**src/design/mpsd_pkg.sv**
```systemverilog
// ----------------------------------------------------------------------------
// mpsd_pkg
// Shared types and operation codes for the message pool shift deque.
// ----------------------------------------------------------------------------
package mpsd_pkg;

  localparam int unsigned MSG_W   = 8;
  localparam int unsigned OP_W    = 2;
  localparam int unsigned COUNT_W = 5;

  typedef enum logic [OP_W-1:0] {
    OP_FLUSH     = 2'd0,
    OP_PUSH_TAIL = 2'd1,
    OP_PUSH_HEAD = 2'd2,
    OP_POP_TAIL  = 2'd3
  } op_t;

  // Per-transfer command broadcast to every cell. All zero means hold.
  typedef struct packed {
    logic flush;
    logic push_tail;
    logic push_head;
    logic full;
  } cell_ctl_t;

endpackage

```
**src/design/mpsd_cell.sv**
```systemverilog
// ----------------------------------------------------------------------------
// mpsd_cell
// One slot of the shift row. Holds one byte and, on a command, loads the new
// byte, takes a neighbor's byte, clears or holds.
// ----------------------------------------------------------------------------
module mpsd_cell #(
  parameter int unsigned DEPTH = 16,
  parameter int unsigned IDX   = 0,
  parameter int unsigned FW    = 5
) (
  input  logic                      clk,
  input  logic                      rst_n,
  input  mpsd_pkg::cell_ctl_t       ctl,
  input  logic [FW-1:0]             fill,
  input  logic [mpsd_pkg::MSG_W-1:0] msg,
  input  logic [mpsd_pkg::MSG_W-1:0] left_data,
  input  logic [mpsd_pkg::MSG_W-1:0] right_data,
  output logic [mpsd_pkg::MSG_W-1:0] data_o,
  output logic [mpsd_pkg::MSG_W-1:0] tap_o
);
  import mpsd_pkg::*;

  localparam logic [FW-1:0] MY_IDX  = FW'(IDX);
  localparam logic [FW-1:0] MY_NEXT = FW'(IDX + 1);
  localparam bit            IS_HEAD = (IDX == 0);
  localparam bit            IS_LAST = (IDX == DEPTH - 1);

  logic [MSG_W-1:0] data_r;
  logic [MSG_W-1:0] data_nxt;

  always_comb begin
    data_nxt = data_r;
    if (ctl.flush) begin
      data_nxt = '0;
    end else if (ctl.push_tail) begin
      if (ctl.full) begin
        // full: whole row moves toward the head, new byte lands in the last slot
        data_nxt = IS_LAST ? msg : right_data;
      end else if (fill == MY_IDX) begin
        data_nxt = msg;
      end
    end else if (ctl.push_head) begin
      if (IS_HEAD) begin
        data_nxt = msg;
      end else if (ctl.full || MY_IDX <= fill) begin
        data_nxt = left_data;
      end
    end
  end

  always_ff @(posedge clk) begin
    if (!rst_n) begin
      data_r <= '0;
    end else begin
      data_r <= data_nxt;
    end
  end

  assign data_o = data_r;
  // only the current tail slot drives the pop bus
  assign tap_o  = (fill == MY_NEXT) ? data_r : '0;

endmodule

```
**src/design/message_pool_shift_deque.sv**
```systemverilog
// ----------------------------------------------------------------------------
// message_pool_shift_deque
// Bounded byte deque built from a row of shift cells plus a fill count.
// ----------------------------------------------------------------------------
// One operation (flush, push at tail, push at head, pop from tail) is taken
// per clock and every transfer in produces exactly one result, registered and
// shown from the output register. All cells of the row shift or load in
// parallel, so the rate is one item per cycle; the input stalls only while
// a finished result sits in the output register and the output side stalls.
// Pushes on a full pool drop the oldest (tail push) or the last (head push)
// entry and flag it. Pop on an empty pool returns the configured empty code.
// count reports the fill level modulo 32.
// ----------------------------------------------------------------------------
module message_pool_shift_deque #(
  parameter int unsigned DEPTH = 16
) (
  input  logic                          clk,
  input  logic                          rst_n,
  input  logic                          in_valid,
  output logic                          in_stall,
  input  logic [mpsd_pkg::OP_W-1:0]     in_op,
  input  logic [mpsd_pkg::MSG_W-1:0]    in_msg,
  output logic                          out_valid,
  input  logic                          out_stall,
  output logic [mpsd_pkg::MSG_W-1:0]    out_value,
  output logic                          out_valid_res,
  output logic [mpsd_pkg::COUNT_W-1:0]  out_count,
  output logic                          out_dropped,
  input  logic                          cfg_we,
  input  logic [mpsd_pkg::MSG_W-1:0]    cfg_wdata
);
  import mpsd_pkg::*;

  localparam int unsigned FW = $clog2(DEPTH + 1);
  localparam logic [FW-1:0] FULL_LVL = FW'(DEPTH);

  logic [MSG_W-1:0] empty_code_r;
  logic [FW-1:0]    fill_r;
  logic [FW-1:0]    fill_nxt;

  logic             out_valid_r;
  logic [MSG_W-1:0] out_value_r;
  logic             out_valid_res_r;
  logic [COUNT_W-1:0] out_count_r;
  logic             out_dropped_r;

  logic             fire;
  logic             full;
  logic             is_push;
  logic             pop_hit;
  op_t              op;
  cell_ctl_t        ctl;
  logic [MSG_W-1:0] tap_or;

  logic [MSG_W-1:0] cell_data [DEPTH];
  logic [MSG_W-1:0] cell_tap  [DEPTH];
  logic [MSG_W-1:0] left_w    [DEPTH];
  logic [MSG_W-1:0] right_w   [DEPTH];

  assign in_stall = out_valid_r & out_stall;
  assign fire     = in_valid & ~in_stall;
  assign op       = op_t'(in_op);
  assign full     = (fill_r == FULL_LVL);
  assign is_push  = (op == OP_PUSH_TAIL) || (op == OP_PUSH_HEAD);
  assign pop_hit  = (op == OP_POP_TAIL) && (fill_r != '0);

  always_comb begin
    ctl           = '0;
    ctl.full      = full;
    ctl.flush     = fire && (op == OP_FLUSH);
    ctl.push_tail = fire && (op == OP_PUSH_TAIL);
    ctl.push_head = fire && (op == OP_PUSH_HEAD);
  end

  always_comb begin
    case (op)
      OP_FLUSH:     fill_nxt = '0;
      OP_PUSH_TAIL,
      OP_PUSH_HEAD: fill_nxt = full ? fill_r : fill_r + FW'(1);
      OP_POP_TAIL:  fill_nxt = pop_hit ? fill_r - FW'(1) : fill_r;
      default:      fill_nxt = fill_r;
    endcase
  end

  genvar g;
  generate
    for (g = 0; g < DEPTH; g++) begin : g_cell
      if (g == 0) begin : g_lft_edge
        assign left_w[g] = in_msg;
      end else begin : g_lft
        assign left_w[g] = cell_data[g-1];
      end
      if (g == DEPTH - 1) begin : g_rgt_edge
        assign right_w[g] = in_msg;
      end else begin : g_rgt
        assign right_w[g] = cell_data[g+1];
      end

      mpsd_cell #(
        .DEPTH (DEPTH),
        .IDX   (g),
        .FW    (FW)
      ) u_cell (
        .clk        (clk),
        .rst_n      (rst_n),
        .ctl        (ctl),
        .fill       (fill_r),
        .msg        (in_msg),
        .left_data  (left_w[g]),
        .right_data (right_w[g]),
        .data_o     (cell_data[g]),
        .tap_o      (cell_tap[g])
      );
    end
  endgenerate

  always_comb begin
    tap_or = '0;
    for (int i = 0; i < DEPTH; i++) begin
      tap_or = tap_or | cell_tap[i];
    end
  end

  always_ff @(posedge clk) begin
    if (!rst_n) begin
      empty_code_r <= '0;
      fill_r       <= '0;
      out_valid_r  <= 1'b0;
    end else begin
      if (cfg_we) begin
        empty_code_r <= cfg_wdata;
      end
      if (fire) begin
        fill_r      <= fill_nxt;
        out_valid_r <= 1'b1;
      end else if (!out_stall) begin
        out_valid_r <= 1'b0;
      end
    end
  end

  // result payload, loaded on each input transfer
  always_ff @(posedge clk) begin
    if (fire) begin
      out_value_r     <= pop_hit ? tap_or : empty_code_r;
      out_valid_res_r <= pop_hit;
      out_count_r     <= COUNT_W'(fill_nxt);
      out_dropped_r   <= is_push && full;
    end
  end

  assign out_valid     = out_valid_r;
  assign out_value     = out_value_r;
  assign out_valid_res = out_valid_res_r;
  assign out_count     = out_count_r;
  assign out_dropped   = out_dropped_r;

endmodule
```
**config.mk**
```make
export PLATFORM = sky130hd
export DESIGN_NAME = message_pool_shift_deque
export DESIGN_NICKNAME = d
export VERILOG_FILES = /design/src/design/mpsd_pkg.sv /design/src/design/mpsd_cell.sv /design/src/design/message_pool_shift_deque.sv
export SDC_FILE = /design/constraint.sdc
export NUM_CORES = 1
export LEC_CHECK = 0
export BUFFER_PORTS_ARGS = -buffer_cell sky130_fd_sc_hd__buf_4
export CAP_MARGIN = 0
export CORE_MARGIN = 3
export CORE_UTILIZATION = 63
export CTS_CLUSTER_DIAMETER = 60
export DETAILED_ROUTE_END_ITERATION = 8
export PLACE_DENSITY_LB_ADDON = 0.25
export SYNTH_ARGS = -nofsm -noshare
export SYNTH_HDL_FRONTEND = slang
export SYNTH_SLANG_ARGS = --single-unit
```
**constraint.sdc**
```tcl
create_clock -name clk -period 2.8 [get_ports clk]
set_input_delay 0.56 -clock clk [delete_from_list [all_inputs] [get_ports clk]]
set_output_delay 0.56 -clock clk [all_outputs]
set_load 0.005 [all_outputs]
```
# Yosys cells after proc, flatten, opt, wreduce, memory -nomap -nowiden
# Index checks and enable logic that the tools add are counted.
op_classes:
  add_sub_neg: 2
  magnitude_cmp: 15
  n_eq_ne: 36
  mux: 101
  bitwise: 19
  reduce_logical: 58
ops:
  columns: ["operator", "n"]
  rows:
  - ["8-bit two-way mux", 96]
  - ["8-bit OR", 15]
  - ["3-bit by 2-bit inequality test with 1-bit output (second input constant)", 16]
  - ["3-bit AND reduction", 15]
  - ["5-bit by 4-bit equality test with 1-bit output (second input constant)", 8]
  - ["4-bit by 5-bit <= comparator with 1-bit output (first input constant)", 8]
  - ["2-bit nonzero test", 16]
  - ["5-bit by 3-bit equality test with 1-bit output (second input constant)", 4]
  - ["3-bit by 5-bit <= comparator with 1-bit output (first input constant)", 4]
  - ["1-bit logical OR", 16]
  - ["5-bit case mux with 3 select lines", 1]
  - ["5-bit by 2-bit equality test with 1-bit output (second input constant)", 2]
  - ["2-bit by 5-bit <= comparator with 1-bit output (first input constant)", 2]
  - ["5-bit two-way mux", 2]
  - ["5-bit by 1-bit adder with 5-bit output (second input constant)", 1]
  - ["5-bit by 1-bit equality test with 1-bit output (second input constant)", 1]
  - ["5-bit equality test (second input constant)", 1]
  - ["1-bit by 5-bit <= comparator with 1-bit output (first input constant)", 1]
  - ["1-bit logical AND", 5]
  - ["5-bit zero test", 1]
  - ["5-bit nonzero test", 1]
  - ["5-bit by 1-bit subtractor with 5-bit output (second input constant)", 1]
  - ["2-bit equality test (second input constant)", 2]
  - ["2-bit OR reduction", 2]
  - ["other kinds (7)", 10]
word_totals:
  ff_bits: 157
  inputBits: 23
  out_inout_bits: 17

# Longest topological paths before layout
# Gate-level depths: netlist of run 1.
depth:
  depth_word: 18
  mapped_depth: 11
  mapped_depth_nobuf: 8

# Modules after synthesis
# A second synthesis of run 1 with hierarchy kept.
unflattened:
  cells_unflattened: 1294
  area_unflattened_um2: 11370.9
modules_own_cells:
  columns: ["module", "n_inst", "cells_each", "area_each_um2", "seq_area_each_um2"]
  rows:
  - ["message_pool_shift_deque", 1, 185, 1742.9, 730.7]
  - ["mpsd_cell (g_cell[9].u_cell)", 1, 83, 668.1, 160.2]
  - ["mpsd_cell (g_cell[8].u_cell)", 1, 68, 643.1, 160.2]
  - ["mpsd_cell (g_cell[7].u_cell)", 1, 71, 635.6, 160.2]
  - ["mpsd_cell (g_cell[10].u_cell)", 1, 83, 629.4, 160.2]
  - ["mpsd_cell (g_cell[1].u_cell)", 1, 70, 618.1, 160.2]
  - ["mpsd_cell (g_cell[12].u_cell)", 1, 69, 614.3, 160.2]
  - ["mpsd_cell (g_cell[3].u_cell)", 1, 69, 604.3, 160.2]
  - ["mpsd_cell (g_cell[4].u_cell)", 1, 69, 603.1, 160.2]
  - ["mpsd_cell (g_cell[5].u_cell)", 1, 70, 601.8, 160.2]
  - ["mpsd_cell (g_cell[11].u_cell)", 1, 69, 596.8, 160.2]
  - ["mpsd_cell (g_cell[14].u_cell)", 1, 70, 591.8, 160.2]
  - ["mpsd_cell (g_cell[13].u_cell)", 1, 68, 589.3, 160.2]
  - ["mpsd_cell (g_cell[6].u_cell)", 1, 71, 588.1, 160.2]
  - ["3 more rows", null, null, null, null]

# Worst setup path after synthesis of run 1
# No wires, ideal clock.
synth_timing:
  path_kind: "reg2reg"
  startpoint: "register fill_r[0]"
  endpoint: "register out_value_r[4] (netlist: out_value[4]) (data pin)"
  t_arrival_ns: 2.171
  path_slack_ns: 0.368
  stages_incl_launch_ff: 11
  path_buffers: 4
  period_less_slack_ns: 2.432
  cell_sequence: "dfxtp_1 clkbuf_1 inv_1 ha_1 and4bb_4 buf_12 buf_8 buf_6 nand2_1 nand3_1 o32a_1"
synth_via:
  elab_chain_cells: 18
  elab_cells_between_ends: 50
synth_rtl:
  columns: ["element", "line_no", "source"]
  rows:
  - ["start, declared", "message_pool_shift_deque.sv:38", "logic [FW-1:0] fill_r;"]
  - ["start signal, assigned", "message_pool_shift_deque.sv:134", "fill_r <= fill_nxt;"]
  - ["5-bit by 1-bit equality test with 1-bit output or 5-bit by 2-bit equality test with 1-bit output (tied branches)", "mpsd_cell.sv:61", "assign tap_o = (fill == MY_NEXT) ? data_r : '0;"]
  - ["8-bit two-way mux", "mpsd_cell.sv:61", null]
  - ["8-bit OR (15 in a row)", "message_pool_shift_deque.sv:120", "tap_or = tap_or | cell_tap[i];"]
  - ["8-bit two-way mux *", "message_pool_shift_deque.sv:145", "out_value_r <= pop_hit ? tap_or : empty_code_r;"]
  - ["end signal, assigned", "message_pool_shift_deque.sv:145", null]
  - ["end, declared", "message_pool_shift_deque.sv:42", "logic [MSG_W-1:0] out_value_r;"]
# Every way passes the cells marked *; elsewhere a longest branch is shown, timed or not.
# A chain may end at the register's enable or synchronous reset.

# Worst setup path after layout of run 1
layout_timing:
  startpoint: "register fill_r[3]"
  endpoint: "register g_cell[11].u_cell.data_r[2]"
layout_via:
  elab_chain_cells: 4
  elab_cells_between_ends: 9
layout_rtl:
  columns: ["element", "line_no", "source"]
  rows:
  - ["4-bit by 5-bit <= comparator with 1-bit output or 5-bit equality test (tied branches)", "mpsd_cell.sv:45, message_pool_shift_deque.sv:63", null]
  - ["1-bit logical OR", "mpsd_cell.sv:45", "end else if (ctl.full || MY_IDX <= fill) begin"]
  - ["2-bit nonzero test (no source line)", null, null]
  - ["3-bit AND reduction (no source line)", null, null]
  - ["end signal, assigned", "mpsd_cell.sv:55", "data_r <= data_nxt;"]
  - ["end, declared", "mpsd_cell.sv:28", "logic [MSG_W-1:0] data_r;"]
# Parallel ways exist; a longest one is shown, timed or not.

==> reports/metrics.yaml, run 1 <==
setup-violations-final: 0
drc_errors: 0
slew_headroom_pct: 20.44
dr.pass1.iters: 9
fin_setup_tns_ns: 0
clock_tree.buffer_depth: 2
grt_pass1_wl_um: 49310
antenna_found_initial: 0
io_pins: 40
clk_pin_slew_worst_paths_ns: 0.07
cts_resized: 0
post-route-period-util_pct: 96.55
crit_path_end_kind: "register"
wl_per_cell_um: 23.11
timing.rr.start: "fill_r[3]$_SDFFE_PN0P_"
area.growth.synth_to_final_pct: 11.10
hold_ws_ns: 0.3438
synth_edf_count: 15
postSynth.asyncResetShare_pct: 0
ys_ff_latch: 157
h-tree-depth: 4
clock.fmax_mhz: 369.9
cts_inserted_buffers: 17
start_util_pct: 65.31
gp_congestion: 0.9820
critPathRequiredTime_ns: 3.12
power.total_mw: 5.109
multi_input_area_sq_mm: 0.005613
status: "finished clean"
hpwl_um: 21720
synth_fp_nets: 1223
ant_nets: 0
max-cap-violations: 0
ys_warn_count: 0
numPortBuffers: 39
tightest_slew_ns: 1.186
final_cell_mix: "nand2_1, dfxtp_1, nor2_1"
clkSinkCount: 157
rows: 44
hold_end: "out_valid$_SDFFE_PN0P_"
die_x_um: 129.4
finalHoldViolCount: 0
wl_um: 32300
die_y_um: 129.4
cts_tree: "done"
synth_cell_types: 80
finClkSkew_ns: 0.009318
synthesis.area_sq_mm: 0.009600
cts_root_buf: "clkbuf_16"
gr-total-overflow: 0
drv_slew: 0
viasPerCell: 6.961
hold_depth: 2
regArea_sq_mm: 0.003296
core_sq_mm: 0.01470
cp.arrival_ns: 3.03
syn_avg_cell_area_sq_um: 8.068
hold_path.class: "primary input to register"
grt_pass1_vias: 8617
irDropWorstVdd_uv: 447.6
rsz0062_at_grt: "no"
grt_start_max_net_pins: 47
fin_crit_ns: 2.704
synth_flop_cell: "dfxtp_1"
cts_setup_buffers: 0
gr-usage-all-layers_pct: 38.32
clk_latency_ns: 0.44
reg2reg_slack_ns: 0.1
cts_hold_buf: 0
yosysSeqAreaShare_pct: 34.30
layout-drive-gt1-share_pct: 15.09
p_per_area_mw_per_mm2: 479.0
crit_fanout: 25
startpoint_type: "register"
synth_cells: 1190
hold_start: "in_valid"
nFillCells: 1157
dr_total_vias: 9731
r2r_end: "g_cell[11].u_cell.data_o[2]$_SDFFE_PP0P_"
r2r_cells: 5
layout_commonest_cell: "nand2_1"
first_iter_violations: 1603
critPathKind: "register to register"
fin_nets: 1233
die_area_sq_mm: 0.01676
power.leakage_nw: 3.359
## flip-flops by register name (all words and copies together) (netlist names)
signal,count
empty_code_r,8
fill_r,5
g_cell.u_cell.data_o,128
out_count,5
out_dropped,1
out_valid,1
out_valid_res,1
out_value,8
## worst max-delay path: stages, from the launching register on
cell	delay, ns
dfxtp_2	0.70
nand3b_1	0.27
nor3_2	0.90
o31ai_2	0.45
nand2_1	0.17
a21oi_1	0.09
## cells in the mapped netlist, types with 10 or more instances
cell type	number	area [sq um]
clkbuf_1	37	138.9
a311o_1	96	960.9
o211ai_1	17	127.6
nor2_1	131	491.7
buf_6	19	214.0
o21ai_0	10	50.05
mux2i_1	29	290.3
a211oi_1	18	135.1
nor2b_1	18	112.6
nand2_1	247	927.1
nand2b_1	13	81.33
a22oi_1	30	225.2
inv_1	11	41.29
ha_1	10	125.1
buf_2	38	190.2
nand3_1	42	210.2
dfxtp_1	142	2843
buf_1	12	45.04
edfxtp_1	15	450.4
a21oi_1	125	625.6
## worst max-delay path by stage
stage,start,end
2_1_floorplan,fill_r[0]$_SDFFE_PN0P_,out_value[4]$_DFFE_PP_
3_3_place_gp,out_stall,g_cell[9].u_cell.data_o[6]$_SDFFE_PP0P_
3_5_place_dp,out_stall,g_cell[9].u_cell.data_o[1]$_SDFFE_PP0P_
4_1_cts,fill_r[0]$_SDFFE_PN0P_,out_value[5]$_DFFE_PP_
5_1_grt,fill_r[0]$_SDFFE_PN0P_,out_value[5]$_DFFE_PP_
6_report,fill_r[3]$_SDFFE_PN0P_,g_cell[11].u_cell.data_o[2]$_SDFFE_PP0P_
## kinds of logic after synthesis
logic type	count (synthesis)	synth area share [%]
buffers and inverters	125	7.429
DFF	157	34.30
AOI/OAI and AO/OA	363	29.48
adders and majority gates	10	1.303
xor gates and xnor gates	2	0.1825
muxes	39	4.470
and+or+nand+nor	494	22.83
## metrics by stage
| stage | util (%) | setup slack (ns) | area (sq um) | std cells |
|---|---|---|---|---|
| detailed placement | 68.91 | 0.1666 | 10130 | 1365 |
| global placement | 68.91 | 0.1967 | 10130 | 1365 |
| floorplan | - | 0.3683 | 9600 | 1190 |
| CTS | 72.55 | 0.2443 | 10660 | 1397 |
| global route | 72.55 | 0.07574 | 10660 | 1397 |
| finish | 72.57 | 0.09649 | 10670 | 1398 |
## layout make-up
type | count | share of cell area (%)
clock inverters | 15 | 1.021
diodes | 1 | 0.02346
multi-input cells | 908 | 52.62
flip-flops and latches | 157 | 30.90
inverters | 12 | 0.4457
repair buffers | 104 | 8.845
clock buffers | 17 | 3.988
well taps | 184 | 2.158
## power by group
part	total [mW]	internal (mW)	switching, mW
logic	0.591	0.204	0.388
registers	2.34	2.31	0.0284
clock network	2.18	1.14	1.04
## routing by layer
| metal | up-vias | part of all wire [%] | GRT usage, % |
|---|---|---|---|
| met3 | 152 | 13 | 11.79 |
| met1 | 4516 | 39 | 51.17 |
| met2 | 685 | 42 | 56.37 |
| li1 | 4378 | - | - |
| met5 | - | 0 | 0 |
| met4 | 0 | 5.7 | 18.89 |
(Power assumes the default switching activity.)
==> run 2: changes to the inputs <==
- REMOVE_ABC_BUFFERS: unset -> 1
==> run 2 against run 1 <==
  * Utilization shrank 0.82 points
  * Sequential share of layout area up 0.35 points
  * Clock power is 2% higher
  * Critical path depth is 1 higher
  * Critical path type unchanged
==> reports/metrics.yaml, run 2 (synthesis results as in run 1) <==
setup-violations-final: 0  # unchanged
final_cell_mix: "nand2_1, dfxtp_1, nor2_1"
cts_setup_buffers: 0  # unchanged
finClkSkew_ns: 0.01108  # +0.001764 ns
timing.rr.start: "fill_r[4]$_SDFFE_PN0P_"
critPathRequiredTime_ns: 3.16  # +0.04 ns
post-route-period-util_pct: 94.07  # -2.5 points
grt_start_max_net_pins: 93  # +98%
diodes: 0  # -1
crit_fanout: 16  # -36%
slew_headroom_pct: 24.93  # +4.5 points
drc_errors: 0  # unchanged
cts_root_buf: "clkbuf_16"
r2r_cells: 6  # +1
h-tree-depth: 4  # unchanged
drv_slew: 0  # unchanged
clk_latency_ns: 0.44  # about the same
start_util_pct: 65.31  # unchanged
die_area_sq_mm: 0.01676  # unchanged
fin_crit_ns: 2.634  # -0.06950 ns
gr-total-overflow: 0  # unchanged
clkSinkCount: 157  # unchanged
tightest_slew_ns: 1.126  # -0.06048 ns
io_pins: 40  # unchanged
gp_congestion: 0.9761  # -0.60%
cp-startpoint: "fill_r[4]$_SDFFE_PN0P_"
hold_path.class: "primary input to register"
wl_per_cell_um: 22.74  # -1.6%
ant_nets: 0  # unchanged
busiest_layer: "met2"
cts_hold_buf: 0  # unchanged
irDropWorstVdd_uv: 601.7  # +34%
grt_pass1_wl_um: 48730  # -1.2%
power.total_mw: 5.135  # +0.51%
layout-drive-gt1-share_pct: 14.30  # -0.79 points
cts_inserted_buffers: 17  # unchanged
fin_setup_tns_ns: 0  # unchanged
critPathKind: "register to register"
status: "finished clean"
use_met2_pct: 54.85  # -1.5 points
die_y_um: 129.4  # unchanged
clock_tree.buffer_depth: 2  # unchanged
cts_tree: "done"
largest_register_ffs: 128  # unchanged
grt_util_met3_pct: 9.975  # -1.8 points
rsz0062_at_grt: "no"
hpwl_um: 20410  # -6.0%
finalWorstSetupSlack_ns: 0.1660  # +0.06950 ns
grt_pass1_vias: 8805  # +2.2%
dr_total_vias: 9780  # +0.50%
die_x_um: 129.4  # unchanged
clock.fmax_mhz: 379.6  # +2.6%
startpoint_type: "register"
cts_resized: 0  # unchanged
layout_commonest_cell: "nand2_1"
reg2reg_slack_ns: 0.17  # +0.07 ns
first_iter_violations: 1597  # -0.37%
wl_um: 31540  # -2.3%
core_sq_mm: 0.01470  # unchanged
nFillCells: 1148  # -0.78%
numPortBuffers: 39  # unchanged
rows: 44  # unchanged
place_ws_ns: 0.1511  # -0.01552 ns
max-cap-violations: 0  # unchanged
power.leakage_nw: 3.285  # -2.2%
gr-usage-all-layers_pct: 37.44  # -0.88 points
fin_nets: 1225  # -0.65%
crit_path_end_kind: "register"
finalHoldViolCount: 0  # unchanged
antenna_found_initial: 0  # unchanged
clk_pin_slew_worst_paths_ns: 0.06  # about the same
p_per_area_mw_per_mm2: 486.9  # +1.7%
area.growth.synth_to_final_pct: 9.853
r2r_end: "g_cell[3].u_cell.data_o[7]$_SDFFE_PP0P_"
grt_use_met1_pct: 49.79  # -1.4 points
viasPerCell: 7.051  # +1.3%
dr.pass1.iters: 6  # -3
crit_end: "g_cell[3].u_cell.data_o[7]$_SDFFE_PP0P_"
cp.arrival_ns: 2.99  # -0.04 ns
[run 2: worst max-delay path: stages, from the launching register on]
cell and delay (ns):
dfxtp_1 0.46, buf_4 0.26, nor3b_1 0.28, nor3b_4 0.68, o31ai_4 0.37, a311o_1 0.37
a21oi_1 0.12
[run 2: routing by layer]
metal | part of all wire [%] | vias up | routed length [um]
li1 | - | 4349 | -
met1 | 38 | 4538 | 12130
met2 | 42 | 722 | 13410
met3 | 13 | 171 | 4024
met4 | 6.3 | 0 | 1981
met5 | 0 | - | 0
[run 2: power by group]
part | internal [mW] | total, mW | switching, mW | leakage [nW]
logic | 0.190 | 0.559 | 0.369 | 1.71
registers | 2.31 | 2.34 | 0.0327 | 1.30
clock network | 1.28 | 2.23 | 0.950 | 0.273
total | 3.78 | 5.14 | 1.35 | 3.28
[run 2: stage by stage]
step	util [%]	instances	hold WS [ns]	area, sq um
finish	71.75	1387	0.3460	10550
floorplan	-	1077	0.4578	8935
global placement	67.91	1357	0.4787	9982
global route	71.75	1387	0.3600	10550
CTS	71.75	1387	0.3466	10550
detailed placement	67.91	1357	0.4807	9982
[run 2: worst min path at each step]
stage	startpoint	endpoint	slack, ns	cells after the start
floorplan	g_cell[7].u_cell.data_o[2]$_SDFFE_PP0P_	g_cell[7].u_cell.data_o[2]$_SDFFE_PP0P_	0.46	2
global placement	g_cell[2].u_cell.data_o[0]$_SDFFE_PP0P_	g_cell[2].u_cell.data_o[0]$_SDFFE_PP0P_	0.48	2
detailed placement	g_cell[6].u_cell.data_o[2]$_SDFFE_PP0P_	g_cell[6].u_cell.data_o[2]$_SDFFE_PP0P_	0.48	2
CTS	in_valid	out_valid$_SDFFE_PN0P_	0.35	2
global route	in_valid	out_valid$_SDFFE_PN0P_	0.36	2
finish	in_valid	out_valid$_SDFFE_PN0P_	0.35	2
[run 2: layout make-up]
class,count,area (sq um),area share (%)
clock buffer,22,508.0,4.817
multi-input combinational,908,5613,53.22
sequential,157,3296,31.25
clock inverter,8,56.30,0.5339
inverter,12,47.55,0.4508
timing repair buffer,96,795.8,7.545
tap,184,230.2,2.183
==> run 3: changes to the inputs <==
- CORE_ASPECT_RATIO: unset -> 1.25
- clock period: 2.8 -> 2.7 ns (I/O delays scaled with it)
==> run 3 against run 2 <==
  * Non-clock buffer count grew 23
  * Utilization grew 2.0 points
  * Clock-buffer cell count shrank 2
  * Highest routed layer unchanged
  * Die area is essentially flat
  * Critical path type unchanged
  * Sequential share of layout area shrank 0.75 points
  * Largest cell class unchanged
  * Maximum frequency grew 0.36%
  * Via count grew 0.12%
  * Global-route usage grew 1.2 points
==> reports/metrics.yaml, run 3 (synthesis results as in run 1) <==
critPathKind: "register to register"
layout-drive-gt1-share_pct: 16.21  # +1.9 points
path_buf_inv: 1  # unchanged
max-cap-violations: 0  # unchanged
critPathMaxStageDelay_ns: 0.98  # +0.30 ns
fin_crit_ns: 2.625  # -0.009457 ns
fin_cells: 1406  # +1.4%
die_y_um: 144.0  # +11%
slowest_stage: "o31ai_4"
hpwl_um: 20880  # +2.3%
clk_pin_slew_worst_paths_ns: 0.06  # about the same
diodes: 0  # unchanged
crit_path_end_kind: "register"
cts_tree: "done"
tightest_slew_ns: 1.125  # -0.0006916 ns
cts_root_buf: "clkbuf_16"
gr-total-overflow: 0  # unchanged
core_sq_mm: 0.01465  # -0.31%
io_pins: 40  # unchanged
startpoint_type: "register"
cp.arrival_ns: 2.93  # -0.06 ns
cts_hold_buf: 0  # unchanged
viasPerCell: 6.964  # -1.2%
wl_per_cell_um: 23.12  # +1.6%
gp_congestion: 0.9983  # +2.3%
drc_errors: 0  # unchanged
numPortBuffers: 39  # unchanged
grt_start_max_net_pins: 117  # +26%
largest_register_ffs: 128  # unchanged
critPathRequiredTime_ns: 3.01  # -0.15 ns
die_x_um: 116.4  # -10%
final_cell_mix: "nand2_1, dfxtp_1, nor2_1"
hold_ws_ns: 0.3317  # -0.01432 ns
fin_util_pct: 73.74  # +2.0 points
clock.fmax_mhz: 381.0  # +0.36%
slew_headroom_pct: 24.99  # +0.056 points
place_inst: 1366  # +0.66%
grt_pass1_vias: 8927  # +1.4%
setup-violations-final: 0  # unchanged
wl_um: 32500  # +3.0%
ant_nets: 0  # unchanged
start_util_pct: 65.52  # +0.21 points
fin_setup_tns_ns: 0  # unchanged
dr_total_vias: 9792  # +0.12%
layout_commonest_cell: "nand2_1"
post-route-period-util_pct: 97.21  # +3.1 points
hold_path.class: "primary input to register"
drv_slew: 0  # unchanged
die_area_sq_mm: 0.01677  # about the same
clkSinkCount: 157  # unchanged
fin_nets: 1248  # +1.9%
irDropWorstVdd_uv: 423.7  # -30%
finalHoldViolCount: 0  # unchanged
status: "finished clean"
crit_family: "compound AO/OA/AOI/OAI gates"
rows: 49  # +11%
p_per_area_mw_per_mm2: 514.4  # +5.7%
crit_fanout: 16  # unchanged
cp_cell_sequence: "inv_1, ha_1, and4bb_4, o31ai_4, a311o_1, a21oi_1"
clock_tree.buffer_depth: 2  # unchanged
clk_latency_ns: 0.44  # about the same
area.growth.synth_to_final_pct: 12.55
h-tree-depth: 4  # unchanged
finClkSkew_ns: 0.01118  # +0.00009420 ns
antenna_found_initial: 0  # unchanged
cts_inserted_buffers: 17  # unchanged
rsz0062_at_grt: "no"
gr-usage-all-layers_pct: 38.68  # +1.2 points
first_iter_violations: 1547  # -3.1%
power.leakage_nw: 3.456  # +5.2%
dr.pass1.iters: 9  # +3
grt_pass1_wl_um: 49510  # +1.6%
==> run 3: cell types whose count changed in the layout (fill, tap and decap cells not counted) <==
cell | previous run | this run
buf_4 | 90 | 109
buf_12 | 6 | 9
bufinv_16 | 0 | 2
clkbuf_1 | 2 | 0
clkinvlp_4 | 2 | 0
inv_4 | 1 | 3
inv_6 | 0 | 2
buf_6 | 0 | 1
clkbuf_16 | 20 | 19
clkbuf_8 | 0 | 1
clkinv_2 | 3 | 4
clkinv_4 | 3 | 2
==> run 3: per-stage QoR <==
step                      worst slack, ns  total power [mW]  area (sq um)
after detailed placement          0.09699             3.045         10110
after floorplan                    -3.851             2.815          8935
after global placement             0.1550             3.036         10110
final                             0.07544             5.559         10810
after global routing              0.04998             5.680         10810
after CTS                         0.07869             5.528         10730
==> run 3: repair_timing <==
action / CTS / global route
setup buffers: 0 / 8
endpoints found under the setup margin: 0 / 23
endpoints found under the hold margin: 0 / 0
resized for setup: 0 / 1
==> run 3: worst paths after layout <==
check / start / endpoint / slack [ns] / cells after the start
worst max-delay path: fill_r[0]$_SDFFE_PN0P_ / g_cell[3].u_cell.data_o[3]$_SDFFE_PP0P_ / 0.08 / 6
worst min-delay path: in_valid / out_valid$_SDFFE_PN0P_ / 0.33 / 2
worst max register to register: fill_r[0]$_SDFFE_PN0P_ / g_cell[3].u_cell.data_o[3]$_SDFFE_PP0P_ / 0.08 / 6
worst min register to register: g_cell[13].u_cell.data_o[3]$_SDFFE_PP0P_ / g_cell[13].u_cell.data_o[3]$_SDFFE_PP0P_ / 0.49 / 2
==> run 3: report_power, final <==
group          switching, mW  total (mW)  internal, mW
combinational          0.391       0.595         0.204
clock                   1.03        2.53          1.50
sequential            0.0320        2.43          2.40
==> run 3: final cells by class <==
type,instances,area (sq um)
clock inverters,12,127.6
fillers,1113,3847
clock buffers,20,489.2
well taps,178,222.7
inverters,12,47.55
flip-flops and latches,157,3296
repair buffers,119,1010
multi-input cells,908,5613
==> run 3: per-layer routing <==
| layer | part of all wire (%) | global-route usage, % | vias up |
|---|---|---|---|
| li1 | - | - | 4392 |
| met1 | 37 | 50.71 | 4500 |
| met2 | 44 | 57.87 | 720 |
| met3 | 13 | 8.665 | 180 |
| met4 | 6.8 | 23.58 | 0 |
| met5 | 0 | 0 | - |
